`src/rtl/cdcb_pkg.sv`:
```
`timescale 1ns / 1ps
// Shared constants and types for the content-defined chunk boundary unit.
package cdcb_pkg;

  localparam int MIN_GAP_BYTES = 64;
  localparam int HIST_DEPTH    = 64;
  localparam int HASH_W        = 3;

  localparam int TIER0_LEN  = 4;
  localparam int TIER1_LEN  = 16;
  localparam int TIER2_LEN  = HIST_DEPTH;
  localparam int TIER0_BITS = 3;
  localparam int TIER1_BITS = 2;
  localparam int TIER2_BITS = 2;

  localparam int GAP_W   = $clog2(MIN_GAP_BYTES + 3);
  localparam int GAP_SAT = MIN_GAP_BYTES + 1;

  localparam int OFFSET_W = 32;
  localparam int SEED_W   = 32;
  localparam int BYTE_W   = 8;

  localparam int QUEUE_DEPTH = 2;
  localparam int QPTR_W      = (QUEUE_DEPTH > 1) ? $clog2(QUEUE_DEPTH) : 1;
  localparam int QCNT_W      = $clog2(QUEUE_DEPTH + 1);

  typedef struct packed {
    logic first;
    logic tier_pass;
  } req_t;

endpackage

```
`src/rtl/cdcb_front.sv`:
```
`timescale 1ns / 1ps
// Front end: takes bytes, keeps the mod-8 rolling tier sums, classifies each request.
module cdcb_front (
  input  logic                             clk,
  input  logic                             rst,
  input  logic                             cfg_write,
  input  logic [cdcb_pkg::SEED_W-1:0]      cfg_data,
  input  logic                             in_valid,
  output logic                             in_stall,
  input  logic [cdcb_pkg::BYTE_W-1:0]      data_byte,
  input  logic                             first_of_file,
  output logic                             q_valid,
  input  logic                             q_stall,
  output cdcb_pkg::req_t                   q_data
);

  logic [cdcb_pkg::HASH_W-1:0] seed;
  logic [cdcb_pkg::HASH_W-1:0] hist [cdcb_pkg::HIST_DEPTH];
  logic [cdcb_pkg::HASH_W-1:0] sum0;
  logic [cdcb_pkg::HASH_W-1:0] sum1;
  logic [cdcb_pkg::HASH_W-1:0] sum2;
  logic [cdcb_pkg::HASH_W-1:0] sum0_next;
  logic [cdcb_pkg::HASH_W-1:0] sum1_next;
  logic [cdcb_pkg::HASH_W-1:0] sum2_next;
  logic [cdcb_pkg::HASH_W-1:0] low_bits;
  logic [cdcb_pkg::HASH_W-1:0] h0;
  logic [cdcb_pkg::HASH_W-1:0] h1;
  logic [cdcb_pkg::HASH_W-1:0] h2;
  logic                        take;

  // x31 == -1 mod 8: hash over an even-length window is seed plus an alternating sum
  assign low_bits = data_byte[cdcb_pkg::HASH_W-1:0];
  assign h0 = seed + sum0;
  assign h1 = seed + sum1;
  assign h2 = seed + sum2;

  assign sum0_next = hist[cdcb_pkg::TIER0_LEN-1] - low_bits - sum0;
  assign sum1_next = hist[cdcb_pkg::TIER1_LEN-1] - low_bits - sum1;
  assign sum2_next = hist[cdcb_pkg::TIER2_LEN-1] - low_bits - sum2;

  assign take     = in_valid && !q_stall;
  assign in_stall = q_stall;
  assign q_valid  = in_valid;

  always_comb begin
    q_data.first     = first_of_file;
    q_data.tier_pass = (h0[cdcb_pkg::TIER0_BITS-1:0] == '0) &&
                       (h1[cdcb_pkg::TIER1_BITS-1:0] == '0) &&
                       (h2[cdcb_pkg::TIER2_BITS-1:0] == '0);
  end

  always_ff @(posedge clk) begin
    if (rst) begin
      seed <= '0;
    end else if (cfg_write) begin
      seed <= cfg_data[cdcb_pkg::HASH_W-1:0];
    end
  end

  always_ff @(posedge clk) begin
    if (rst) begin
      sum0 <= '0;
      sum1 <= '0;
      sum2 <= '0;
      for (int i = 0; i < cdcb_pkg::HIST_DEPTH; i++) begin
        hist[i] <= '0;
      end
    end else if (take) begin
      sum0    <= sum0_next;
      sum1    <= sum1_next;
      sum2    <= sum2_next;
      hist[0] <= low_bits;
      for (int i = 1; i < cdcb_pkg::HIST_DEPTH; i++) begin
        hist[i] <= hist[i-1];
      end
    end
  end

endmodule

```
`src/rtl/cdcb_queue.sv`:
```
`timescale 1ns / 1ps
// Short request queue between the front end and the back end.
module cdcb_queue (
  input  logic           clk,
  input  logic           rst,
  input  logic           push_valid,
  output logic           push_stall,
  input  cdcb_pkg::req_t push_data,
  output logic           pop_valid,
  input  logic           pop_stall,
  output cdcb_pkg::req_t pop_data
);

  cdcb_pkg::req_t                entries [cdcb_pkg::QUEUE_DEPTH];
  logic [cdcb_pkg::QPTR_W-1:0]   wr_ptr;
  logic [cdcb_pkg::QPTR_W-1:0]   rd_ptr;
  logic [cdcb_pkg::QCNT_W-1:0]   count;
  logic                          push;
  logic                          pop;

  assign push_stall = (count == cdcb_pkg::QCNT_W'(cdcb_pkg::QUEUE_DEPTH));
  assign pop_valid  = (count != '0);
  assign pop_data   = entries[rd_ptr];
  assign push       = push_valid && !push_stall;
  assign pop        = pop_valid && !pop_stall;

  always_ff @(posedge clk) begin
    if (push) begin
      entries[wr_ptr] <= push_data;
    end
  end

  always_ff @(posedge clk) begin
    if (rst) begin
      wr_ptr <= '0;
      rd_ptr <= '0;
      count  <= '0;
    end else begin
      if (push) begin
        wr_ptr <= (wr_ptr == cdcb_pkg::QPTR_W'(cdcb_pkg::QUEUE_DEPTH - 1)) ? '0 : wr_ptr + 1'b1;
      end
      if (pop) begin
        rd_ptr <= (rd_ptr == cdcb_pkg::QPTR_W'(cdcb_pkg::QUEUE_DEPTH - 1)) ? '0 : rd_ptr + 1'b1;
      end
      case ({push, pop})
        2'b10:   count <= count + 1'b1;
        2'b01:   count <= count - 1'b1;
        default: count <= count;
      endcase
    end
  end

  a_count_bound: assert property (@(posedge clk) disable iff (rst)
    count <= cdcb_pkg::QCNT_W'(cdcb_pkg::QUEUE_DEPTH))
    else $error("queue count above depth");

  a_count_track: assert property (@(posedge clk) disable iff (rst)
    (push && !pop) |=> (count == $past(count) + 1'b1))
    else $error("queue count missed a push");

endmodule

```
`src/rtl/cdcb_back.sv`:
```
`timescale 1ns / 1ps
// Back end: offset and gap bookkeeping, boundary decision, output register.
module cdcb_back (
  input  logic                             clk,
  input  logic                             rst,
  input  logic                             q_valid,
  output logic                             q_stall,
  input  cdcb_pkg::req_t                   q_data,
  output logic                             out_valid,
  input  logic                             out_stall,
  output logic                             starts_blob,
  output logic [cdcb_pkg::OFFSET_W-1:0]    byte_offset
);

  logic [cdcb_pkg::OFFSET_W-1:0] pos;
  logic [cdcb_pkg::GAP_W-1:0]    gap;
  logic [cdcb_pkg::OFFSET_W-1:0] offset;
  logic [cdcb_pkg::GAP_W-1:0]    span;
  logic [cdcb_pkg::GAP_W-1:0]    span_inc;
  logic [cdcb_pkg::GAP_W-1:0]    gap_next;
  logic                          start;
  logic                          take;

  assign take    = q_valid && (!out_valid || !out_stall);
  assign q_stall = out_valid && out_stall;

  assign offset   = q_data.first ? '0 : pos;
  assign span     = q_data.first ? '0 : gap;
  assign start    = q_data.first ||
                    ((span > cdcb_pkg::GAP_W'(cdcb_pkg::MIN_GAP_BYTES)) && q_data.tier_pass);
  assign span_inc = span + 1'b1;
  assign gap_next = start ? cdcb_pkg::GAP_W'(1) :
                    (span_inc > cdcb_pkg::GAP_W'(cdcb_pkg::GAP_SAT)) ?
                    cdcb_pkg::GAP_W'(cdcb_pkg::GAP_SAT) : span_inc;

  always_ff @(posedge clk) begin
    if (rst) begin
      pos       <= '0;
      gap       <= '0;
      out_valid <= 1'b0;
    end else begin
      if (take) begin
        pos       <= offset + 1'b1;
        gap       <= gap_next;
        out_valid <= 1'b1;
      end else if (!out_stall) begin
        out_valid <= 1'b0;
      end
    end
  end

  always_ff @(posedge clk) begin
    if (take) begin
      starts_blob <= start;
      byte_offset <= offset;
    end
  end

  a_gap_sat: assert property (@(posedge clk) disable iff (rst)
    gap <= cdcb_pkg::GAP_W'(cdcb_pkg::GAP_SAT))
    else $error("gap counter above saturation");

  a_first_starts: assert property (@(posedge clk) disable iff (rst)
    (take && q_data.first) |=> (out_valid && starts_blob && byte_offset == '0))
    else $error("first byte of file did not start a chunk at offset zero");

  a_start_resets_gap: assert property (@(posedge clk) disable iff (rst)
    (take && start) |=> (gap == cdcb_pkg::GAP_W'(1)))
    else $error("gap not restarted after chunk start");

endmodule

```
`src/rtl/content_defined_chunk_boundary_unit.sv`:
```
`timescale 1ns / 1ps
// Top level of the content-defined chunk boundary unit.
//
//   channel | direction | handshake            | payload
//   --------+-----------+----------------------+---------------------------
//   in      | input     | in_valid / in_stall  | data_byte, first_of_file
//   out     | output    | out_valid/ out_stall | starts_blob, byte_offset
//   cfg     | input     | cfg_write            | cfg_data (path seed)
//
// One byte per cycle sustained while out_stall is low, through the mod-8 window sum
// update in the front end and the gap/offset update in the back end.
// An accepted request is held in the queue, then in the back end output register.
// rst is synchronous: clears history, tier sums, seed, counters and the queue.
// out_stall holds the output register, then fills the two-entry queue; in_stall
// rises when the queue is full.
module content_defined_chunk_boundary_unit (
  input  logic                          clk,
  input  logic                          rst,
  input  logic                          cfg_write,
  input  logic [cdcb_pkg::SEED_W-1:0]   cfg_data,
  input  logic                          in_valid,
  output logic                          in_stall,
  input  logic [cdcb_pkg::BYTE_W-1:0]   data_byte,
  input  logic                          first_of_file,
  output logic                          out_valid,
  input  logic                          out_stall,
  output logic                          starts_blob,
  output logic [cdcb_pkg::OFFSET_W-1:0] byte_offset
);

  logic           fq_valid;
  logic           fq_stall;
  cdcb_pkg::req_t fq_data;
  logic           qb_valid;
  logic           qb_stall;
  cdcb_pkg::req_t qb_data;

  cdcb_front u_front (
    .clk           (clk),
    .rst           (rst),
    .cfg_write     (cfg_write),
    .cfg_data      (cfg_data),
    .in_valid      (in_valid),
    .in_stall      (in_stall),
    .data_byte     (data_byte),
    .first_of_file (first_of_file),
    .q_valid       (fq_valid),
    .q_stall       (fq_stall),
    .q_data        (fq_data)
  );

  cdcb_queue u_queue (
    .clk        (clk),
    .rst        (rst),
    .push_valid (fq_valid),
    .push_stall (fq_stall),
    .push_data  (fq_data),
    .pop_valid  (qb_valid),
    .pop_stall  (qb_stall),
    .pop_data   (qb_data)
  );

  cdcb_back u_back (
    .clk         (clk),
    .rst         (rst),
    .q_valid     (qb_valid),
    .q_stall     (qb_stall),
    .q_data      (qb_data),
    .out_valid   (out_valid),
    .out_stall   (out_stall),
    .starts_blob (starts_blob),
    .byte_offset (byte_offset)
  );

endmodule
```
`config.mk`:
```
export PLATFORM = sky130hd
export DESIGN_NAME = content_defined_chunk_boundary_unit
export DESIGN_NICKNAME = d
export VERILOG_FILES = /design/src/rtl/cdcb_pkg.sv /design/src/rtl/cdcb_front.sv /design/src/rtl/cdcb_queue.sv /design/src/rtl/cdcb_back.sv /design/src/rtl/content_defined_chunk_boundary_unit.sv
export SDC_FILE = /design/constraint.sdc
export NUM_CORES = 1
export LEC_CHECK = 0
export BUFFER_PORTS_ARGS = -buffer_cell sky130_fd_sc_hd__buf_4
export CAP_MARGIN = 20
export CELL_PAD_IN_SITES_DETAIL_PLACEMENT = 1
export CELL_PAD_IN_SITES_GLOBAL_PLACEMENT = 1
export CORE_ASPECT_RATIO = 0.75
export CORE_MARGIN = 4
export CORE_UTILIZATION = 44
export DETAILED_ROUTE_END_ITERATION = 10
export PLACE_DENSITY_LB_ADDON = 0.15
export SYNTH_ARGS = -nofsm -noshare
export SYNTH_HDL_FRONTEND = slang
export SYNTH_SLANG_ARGS = --single-unit
export TNS_END_PERCENT = 10
```
`constraint.sdc`:
```
create_clock -name clk -period 4.7 [get_ports clk]
set_clock_uncertainty 0.05 [all_clocks]
set_input_delay 0.47 -clock clk [delete_from_list [all_inputs] [get_ports clk]]
set_output_delay 0.47 -clock clk [all_outputs]
set_load 0.02 [all_outputs]
```
==> key figures <==
STA
  – Count of pins over their slew limit: 0
  – Setup repair after global routing missed its margin: false
  – Final hold viol count: 0
  – Post-layout min period: around 3200 ps
  – Total negative slack: 0 ps
  – Crit share post-route: 69.1%
  – FMAX: 308 MHz
  – Worst slew margin relative to its limit: 29.1%
  – Pin slew with the least headroom to its limit: between 1000 and 1500 ps
  – Number of failing setup endpoints in the final timing report: 0

Clock tree
  – Later-pin clock latency in the skew report: between 500 and 600 ps
  – Clock edge transition at the registers on the reported setup and hold paths: 60 ps
  – Number of sinks on the clock net: approximately 220
  – Clock tree root driver cell: clkbuf_16
  – Num CTS Buffers: 23
  – CTS tree: done
  – CTS Hold Buffers Added: 0
  – Number of resized instances in the post-cts repair step: 0
  – Number of buffers on the longest clock path: 3
  – Setup fix buffers added after clock tree synthesis: 0
  – H-tree depth: 1

Global routing
  – M1 GR Usage: 21.7%
  – Busiest grt layer: met2
  – Overflow left after global routing: 0
  – Pin count of the biggest net entering global routing: just under 90
  – Global-route met2 utilization: 24.0%
  – Number of global-route vias before repair: 5851
  – Global-route met3 utilization: around 2.9%
  – Overall fraction of global-route tracks in use: roughly 15%
  – Global-route wire length before repair: 29600 microns
  – Number of antenna violations at the first check in global routing: 0

Finish
  – Diodes inserted: 0
  – Share of cells above drive strength 1: 12.8%
  – Fraction of the core area covered by cells at the end of the flow: 51.9%
  – Number of fill cells: around 2100
  – Layout area overhead: 14.1%
  – Layout Cell Area excl Fill: 10700 sq um
  – Post-layout net count: 849

Yosys
  – Synth top area cells: edfxtp_1, dfxtp_1, and2_1
  – Synth Cell Area: 9380 sq um
  – Number of synthesized flops with an enable pin: 169
  – Register bit total from synthesis: 224
  – Cells after synthesis: 748
  – Fraction of registers with async set/reset: 0%
  – Area share of the largest cell type after synthesis: between 50% and 60%
  – Proportion of synthesized chip area in sequential cells: 65.9%
  – Mapped Nets: around 800
  – Primary FF master, synth: edfxtp_1
  – Yosys cell types: 47
  – Biggest area consumer among synthesized cells: edfxtp_1
  – Synthesis Warnings: 0
  – Post-synthesis area per instance: 12.5 sq um

Worst setup path
  – Worst Setup SP: u_queue.count[0]
  – Crit start category: flop
  – Chain of cells forming the critical path: o2bb2ai_1, buf_4, clkinv_1, nand2_1, nand2_1, a311o_1, o21ai_0
  – Delay of the slowest cell on the worst path: 1070 ps
  – Most frequent CP cell: nand2_1
  – Endpoint required time on the critical path: between 5000 and 6000 ps
  – Worst Path Max Fanout: 30
  – Sum of buffers and inverters on the critical path: 2
  – Slowest stage cell, crit path: nand2_1
  – Crit-path leading delay family: simple AND/OR/NAND/NOR gates
  – Critical setup path kind: reg2reg
  – CP Capture Type: flop
  – Worst path arrival time: 3630 ps
  – Origin of the critical flop-to-flop path: u_queue.count[0]

Pwr
  – Worst voltage drop across the vdd grid: 0.251 mV
  – Total chip power: about 5.5 mW
  – Static leakage: 3.98 nW
  – Cell Pwr Density: 510 nW/um^2

Floorplan
  – Area enclosed by the die boundary: ~24000 sq um
  – Die outline height: 134 microns
  – Die boundary width: roughly 180 microns
  – Site Rows: 45
  – Core Footprint: 20600 sq um
  – Initial core utilization: 45.5%
  – Boundary Pins: 81

Detailed routing
  – Average via count per standard cell: 5.20
  – Vias after detailed routing: 5638
  – Total iterations of the first detailed-routing run: 5
  – Count of unresolved DRC violations after routing: 0
  – Initial DRC Count: between 400 and 500
  – Wirelength per Cell: 16.8 microns
  – Post-Route WL: 18200 microns
  – Number of routed nets with antenna violations: 0

Run status
  – Run status: finished clean

Placed design
  – Detail Placement HPWL: 11100 microns
  – Last weighted congestion value of the routability-driven placer: 0.770
  – Cell Area, Placed: 10000 sq um
  – IO Port Bufs: 46

Worst hold path
  – Path type of the worst min-delay path: in2reg
  – Worst Min Path Start: first_of_file

Run
  – Number of max-cap violations: 0
[cells by family after synthesis]
group                    share of synthesized area [%]
adder cells (fa/ha/maj)                           2.80
flip-flops                                        65.9
AO/OA/AOI/OAI                                     5.52
AND/OR/NAND/NOR                                   19.8
multiplexers                                      1.05
XOR/XNOR                                          2.52
buffers and inverters                             2.47
[per-layer routing]
metal / part of all wire [%] / vias to the layer above
li1: - / 2722
met1: 49 / 2794
met2: 45 / 93
met3: 4.0 / 29
met4: 1.8 / 0
met5: 0 / -
[per-stage QoR]
stage / setup slack (ps) / cells / hold slack [ps]
5_1_grt: 1140 / 1084 / 101
2_1_floorplan: 1180 / 748 / 390
3_3_place_gp: 1520 / 1042 / 405
6_report: 1450 / 1084 / 117
3_5_place_dp: 1260 / 1042 / 410
4_1_cts: 1330 / 1084 / 100
[where the power goes]
| part | switching [mW] | internal, mW |
|---|---|---|
| Combinational | 0.650 | 0.395 |
| Clock | 0.734 | 0.967 |
| Sequential | 0.140 | 2.57 |
[final timing paths]
| kind | to | slack (ps) | depth (start not counted) |
|---|---|---|---|
| worst max-delay path | u_back.pos[28] | 1450 | 7 |
| worst max register to register | u_back.pos[28] | 1450 | 7 |
| worst min register to register | u_back.pos[1] | 420 | 2 |
| worst min-delay path | u_queue.entries[0][1] | 120 | 1 |
[state kept, by name, indices dropped and copies added, names as in the netlist, 2 cells and up, named ones only]
register / count
u_back.byte_offset: 32
u_back.gap: 7
u_back.pos: 32
u_front.hist: 132
u_front.seed: 3
u_front.sum0: 3
u_front.sum1: 2
u_front.sum2: 2
u_queue.count: 2
u_queue.entries: 4
[worst register-to-register path: stages (launching register included)]
cell	delay, ps
dfxtp_1	370
o2bb2ai_1	190
buf_4	250
clkinv_1	610
nand2_1	1070
nand2_1	200
a311o_1	360
o21ai_0	80
[layout by cell type, fill, tap and decap left out, types with 4 or more instances in the layout]
master and instances:
and2_1 103, inv_1 20, a211o_1 4, a31o_2 8
xor2_1 15, mux2i_1 4, a31oi_1 4, nand3_1 18
nor4_1 6, o21ai_0 10, or4_1 5, nand4_1 14
a21oi_1 30, ha_1 13, clkinv_1 8, clkbuf_1 4
nor3_1 12, a211oi_1 9, fa_1 5, buf_4 51
or3_1 6, and3_1 8, edfxtp_1 169, clkbuf_16 23
nor2b_1 61, clkinv_2 5, xnor2_1 12, dfxtp_1 55
nor2_1 40, nand2_1 40
[cell usage after synthesis, types with 3 or more instances]
cell type    n
edfxtp_1   169
a211oi_1     9
or4_1        5
dfxtp_1     55
ha_1        13
nor3_2       3
nand3_1     18
nand3b_1     3
fa_1         5
or3_1        6
nor4_1       6
mux2i_1      5
xor2_1      15
nor2b_1     61
and3_1       8
nand4_1     14
a21o_1       3
nor2_1      41
mux2_2       3
a31oi_1      4
a31o_2       8
xnor2_1     12
nand2_1     40
inv_1       21
o21ai_0     10
a211o_1      4
nor3_1      12
clkbuf_1    36
a21oi_1     30
o211ai_1     3
and2_1     103
nand2b_1     3
[final cells by class]
type / count / area (sq um) / share of cell area [%]
Sequential cell: 224 / 6180 / 57.7
Clock inverter: 14 / 90.1 / 0.842
Multi-Input combinational cell: 463 / 2990 / 28.0
Clock buffer: 28 / 604 / 5.65
Timing Repair Buffer: 52 / 403 / 3.77
Tap cell: 282 / 353 / 3.30
Inverter: 21 / 78.8 / 0.737
No activity file was read; power rests on OpenSTA's default activity.
